<file path="config.mk">
export PLATFORM = sky130hd
export DESIGN_NAME = uwic_cell
export DESIGN_NICKNAME = d
export VERILOG_FILES = /design/src/sv/uwic_pkg.sv /design/src/sv/uwic_cell.sv
export SDC_FILE = /design/constraint.sdc
export NUM_CORES = 1
export LEC_CHECK = 0
export BUFFER_PORTS_ARGS = -buffer_cell sky130_fd_sc_hd__buf_4
export CAP_MARGIN = 10
export CORE_MARGIN = 10
export CORE_UTILIZATION = 45
export DETAILED_ROUTE_END_ITERATION = 7
export PLACE_DENSITY_LB_ADDON = 0.3
export SLEW_MARGIN = 20
export SYNTH_ARGS = -nofsm -noshare
export SYNTH_HDL_FRONTEND = slang
export SYNTH_SLANG_ARGS = --single-unit
</file>
<file path="constraint.sdc">
create_clock -name clk_i -period 10.7 [get_ports clk_i]
set_clock_uncertainty 0.2 [all_clocks]
set_input_delay 0.535 -clock clk_i [delete_from_list [all_inputs] [get_ports clk_i]]
set_output_delay 0.535 -clock clk_i [all_outputs]
set_load 0.01 [all_outputs]
</file>
<file path="src/sv/uwic_pkg.sv">
// Package with the shared control struct of the unique-value insertion chain.
`timescale 1ns / 1ps
package uwic_pkg;

  // Control broadcast from the top level to every cell of the chain.
  typedef struct packed {
    logic clear;   // drop all stored distinct values
    logic insert;  // a stored element is presented on the key bus
    logic hit;     // the key already sits in some cell
  } cell_ctrl_t;

endpackage

</file>
<file path="src/sv/uwic_cell.sv">
// One cell of the sorted insertion chain: a distinct value, its count and a valid bit.
`timescale 1ns / 1ps
module uwic_cell #(
  parameter int VW = 32,
  parameter int CW = 6
) (
  input  logic               clk_i,
  input  logic               rst_ni,
  input  uwic_pkg::cell_ctrl_t ctrl_i,
  input  logic [VW-1:0]      key_i,
  input  logic               left_gt_i,
  input  logic               left_vld_i,
  input  logic [VW-1:0]      left_val_i,
  input  logic [CW-1:0]      left_cnt_i,
  output logic [VW-1:0]      val_o,
  output logic [CW-1:0]      cnt_o,
  output logic               vld_o,
  output logic               gt_o,
  output logic               eq_o
);

  logic [VW-1:0] val_q, val_d;
  logic [CW-1:0] cnt_q, cnt_d;
  logic          vld_q, vld_d;

  assign eq_o = vld_q && (val_q == key_i);
  // An empty cell counts as greater, so new values land behind the filled part.
  assign gt_o = !vld_q || ($signed(val_q) > $signed(key_i));

  always_comb begin
    val_d = val_q;
    cnt_d = cnt_q;
    vld_d = vld_q;
    if (ctrl_i.clear) begin
      vld_d = 1'b0;
      cnt_d = '0;
    end else if (ctrl_i.insert) begin
      if (ctrl_i.hit) begin
        if (eq_o) cnt_d = cnt_q + CW'(1);
      end else if (gt_o) begin
        if (left_gt_i) begin
          // Shifting right: an empty neighbor keeps this cell empty.
          vld_d = left_vld_i;
          val_d = left_val_i;
          cnt_d = left_cnt_i;
        end else begin
          vld_d = 1'b1;
          val_d = key_i;
          cnt_d = CW'(1);
        end
      end
    end
  end

  always_ff @(posedge clk_i or negedge rst_ni) begin
    if (!rst_ni) begin
      vld_q <= 1'b0;
      cnt_q <= '0;
    end else begin
      vld_q <= vld_d;
      cnt_q <= cnt_d;
    end
  end

  always_ff @(posedge clk_i) begin
    val_q <= val_d;
  end

  assign val_o = val_q;
  assign cnt_o = cnt_q;
  assign vld_o = vld_q;

endmodule

</file>
Yosys cells after proc, flatten, opt, wreduce, memory -nomap -nowiden
Index checks and enable logic that the tools add are counted.

cells by class
  mux-type cells = 12
  reduce and logical (&&, ||, !) cells = 9
  bitwise operators = 2
  $add $sub $neg = 1
  eq/ne operators = 3
  magnitude comparators = 1

operator list
  kind                 count
  $mux 6               6
  $eq 32x32->1         1
  $gt 32x32->1         1
  $mux 32              1
  $add 6x1->6 const B  1
  $reduce_and 3->1     2
  $mux 1               5
  $reduce_and 4->1     1
  $reduce_bool 2->1    2
  $ne 3x1->1 const B   1
  $reduce_bool 3->1    1
  $ne 2x1->1 const B   1
  $not 1->1            2
  $logic_and 1x1->1    1
  $logic_not 1->1      1
  $logic_or 1x1->1     1

storage, ports and cells
  register bits after elaboration = 39
  output and inout bits = 41
  bits of input ports = 77

Logic depth before layout (Yosys ltp)
  word-level depth = 6
  gate-level depth with buffers = 10

Worst setup path before layout
OpenSTA, ideal clock, no wires.

  path kind = input to register
  from = input port key_i[14]
  to = register val_q[0], in the netlist val_o[0] (enable)
  library setup time = 0.461 ns
  arrival time = 4.081 ns
  slack = 5.958 ns
  stages = 8
  data required time = 10.039 ns
  cells stage by stage = inv_1 ha_1 nand4_2 nor4_4 a21boi_2 o31a_4 o311ai_4 nor3_1

on the way
  word-level cells in the longest chain between the ends = 3

ends and longest elaborated chain
  what                        line             RTL
  from (decl)                 uwic_cell.sv:10  input logic [VW-1:0] key_i,
  $gt 32x32->1                uwic_cell.sv:28  assign gt_o = !vld_q || ($signed(val_q) > $signed(key_i));
  $logic_or 1x1->1            uwic_cell.sv:28
  $reduce_and 4->1 (no line)  --
  to (signal assigned)        uwic_cell.sv:66  val_q <= val_d;
  to (decl)                   uwic_cell.sv:22  logic [VW-1:0] val_q, val_d;

No other way between the ends.
A chain may end at the register's enable or synchronous reset.

Worst setup path in the final report
  from = register val_q[27], in the netlist val_o[27]
  to = output port gt_o

on the way
  word-level cells in the longest chain between the ends = 2

ends and longest elaborated chain
  what              line             RTL
  $gt 32x32->1      uwic_cell.sv:28
  $logic_or 1x1->1  uwic_cell.sv:28
  to (decl)         uwic_cell.sv:18  output logic gt_o,

No other way between the ends.

==> results.cfg <==
[synth]
synth_cells = 286
avgSynthCellArea_um2 = 9.54
ys.flop_type = edfxtp_1
synth.distinct_cells = 50
synth_nets = 396
async_flop_share_pct = 17.9
synth_top_area_cell = edfxtp_1
ys_ff_latch = 39
yosys_warnings = 0
yosysTopAreaCellShare_pct = 35.2
synth_edf_count = 32
synth_area_leaders = edfxtp_1 35%, ha_1 15%, o21ai_0 6.8%
seq_area_frac_synth_pct = 41.7
synth_area_um2 = 2730

[finish]
antenna-diode-count = 0
final_area_um2 = 3760
finalNetCount = 513
fillers = 518
drive_above_1_share_pct = 34.9
instances_no_fill = 479
finish.utilization_pct = 63.9
area_growth_pct = 38.0

[pwr]
seq_power_share_pct = 49.9
p_leak_nw = 1.80
p_per_area_nw_per_um2 = 93.2
power.switching_w = 0.0000942
internal-power_w = 0.000256
sw_frac_of_total_pct = 26.9
pwr-share-clk_pct = 27.3
comb_power_share_pct = 22.7
vdd_drop_max_mv = 0.0659

[global_route]
gr-usage-all-layers_pct = 15.6
grt_pass1_wl_um = 12600
grt_pass1_vias = 2661
antenna_found_initial = 0
grt.overflow.total = 0
grt_max_degree = 69

[route]
via_per_inst = 5.23
firstDrtPassIters = 4
drt_iter0_drc = 92
wire_per_inst_um = 16.1
ant_nets = 0
drt-total-wl_um = 7720
vias = 2506
drc_errors = 0

[cts]
clock_latency_ns = 0.29
cts_buffers = 5
clkTransAtPathRegs_ns = 0.08
h-tree-depth = 2
ctsResizeCount = 0
post-cts-setup-buffer-count = 0
cts_root_buf = clkbuf_8
cts_sinks = 39
clk_path_buf_depth = 2
cts_tree = built
holdBufCountCts = 1

[setup_path]
crit_fanout = 5
reg2reg_to = cnt_o[0]
arrival_ns = 2.57
worstReg2RegStart = val_o[27]
start_kind = flop
path_class = reg -> out
endpoint_kind = output port
r2r_setup_slack_ns = 7.80
rr_worst_depth = 9
required_ns = 9.97

[min_path]
min_from = ctrl_i[2]
hold_depth = 2
min_to = cnt_o[0]
hp-class = in -> reg

[sta]
fmax_mhz = 303
relSlewSlack_pct = 61.0
tightest_slew_ns = 0.585
rsz0062_at_grt = no
setup_violations = 0
min_period_over_period_pct = 30.9
hold_ws_ns = 0.274
finalCriticalPeriod_ns = 3.30
finalSetupTns_ns = 0
hold_viol = 0
drv_slew = 0

[floorplan]
fp.dieArea_um2 = 9580
floorplan.initialDensity_pct = 46.3
rows = 28
die_w_um = 97.9
chipHeight_um = 97.9
core_um2 = 5890
pin_count = 118

[job]
max_cap_viol_count = 0

[placement]
dp.cells = 470
port_buffers = 117
placed_cell_area_um2 = 3670
place.detailed.hpwl_um = 6400
gp_congestion = 0.809

[status]
outcome = finished, final reports clean
registers in the layout (all words and copies together), names as in the netlist:
signal and flops:
cnt_o 6, val_o 32, vld_o 1
logic make-up (layout without fill, tap and decap cells):
kind of cell,after synthesis,after routing,synth area share [%]
compound gates,77,77,18.7
simple gates,87,87,16.6
mux,2,2,0.780
buf+inv,48,166,7.16
fa+ha+maj,33,33,15.1
flops,39,39,41.7
per-layer routing:
| layer | GRT usage, % | routed length, um | vias up |
|---|---|---|---|
| met2 | 26.5 | 3770 | 84 |
| li1 | - | - | 1261 |
| met4 | 4.59 | 155 | 0 |
| met1 | 18.3 | 3300 | 1148 |
| met5 | 0 | 0 | - |
| met3 | 5.07 | 508 | 13 |
cells in the mapped netlist, types with 2 or more instances:
library cell   n
nand2b_1       3
nand4_2        2
a21o_1         2
nand3_1        9
dfrtp_1        7
a211oi_1       2
o21ai_0       37
edfxtp_1      32
nand4_1        6
nand2_1       43
nor3_1         2
a21oi_1       15
ha_1          33
o211ai_1       3
nor2_1        10
clkbuf_1       7
o32ai_1        3
nor4_4         2
inv_1         37
metrics by stage:
step | power [W] | setup WS [ns]
5_1_grt | 0.000371 | 7.20
4_1_cts | 0.000354 | 7.38
2_1_floorplan | 0.000218 | 5.96
6_report | 0.000351 | 7.40
3_5_place_dp | 0.000259 | 7.43
3_3_place_gp | 0.000256 | 7.46
cell usage in the layout, fill, tap and decap left out, types with 2 or more instances in the layout:
cell,netlist,routed
nor4_4,2,2
nand2b_1,3,3
nand4_1,6,6
clkbuf_8,0,5
nand4_2,2,2
o21ai_0,37,37
nand2_1,43,43
buf_4,1,119
a21oi_1,15,15
clkinv_1,0,2
dfrtp_1,7,7
nand3_1,9,9
edfxtp_1,32,32
inv_1,37,37
a211oi_1,2,2
o211ai_1,3,3
nor2_1,10,10
ha_1,33,33
a21o_1,2,2
o32ai_1,3,3
worst max-delay path, stage by stage, from the launching register on:
cell and delay (ns):
edfxtp_1 0.39, ha_1 0.33, nand4_1 0.22, nor3_1 0.11
a221oi_1 0.38, nand2_1 0.17, o311ai_4 0.42, inv_4 0.09
buf_4 0.16
power by group through the flow:
stage / logic, W / registers, W / clock network, W
finish: 0.0000796 / 0.000175 / 0.0000959
CTS: 0.0000809 / 0.000175 / 0.0000977
global placement: 0.0000777 / 0.000178 / 0
global route: 0.0000901 / 0.000176 / 0.000105
detailed placement: 0.0000800 / 0.000178 / 0
floorplan: 0.0000374 / 0.000180 / 0
worst max path at each step:
stage                     startpoint       end  slack (ns)  cells past startpoint
final                      val_o[27]      gt_o        7.40                      8
after global routing       val_o[26]      gt_o        7.20                      8
after CTS                  val_o[27]      gt_o        7.38                      8
after global placement     key_i[27]      gt_o        7.46                     10
after detailed placement   key_i[27]      gt_o        7.43                     10
after floorplan            key_i[14]  val_o[0]        5.96                      8
layout make-up:
type                            count  area [um^2]  share of cell area [%]
Inverter                           38          145                    3.86
Clock inverter                      3         15.0                   0.399
Timing Repair Buffer              120          903                    24.0
Sequential cell                    39         1140                    30.2
Clock buffer                        5         68.8                    1.83
Tap cell                           75         93.8                    2.49
Multi-Input combinational cell    199         1400                    37.2
Note: power is estimated with default switching activity, not from simulation.
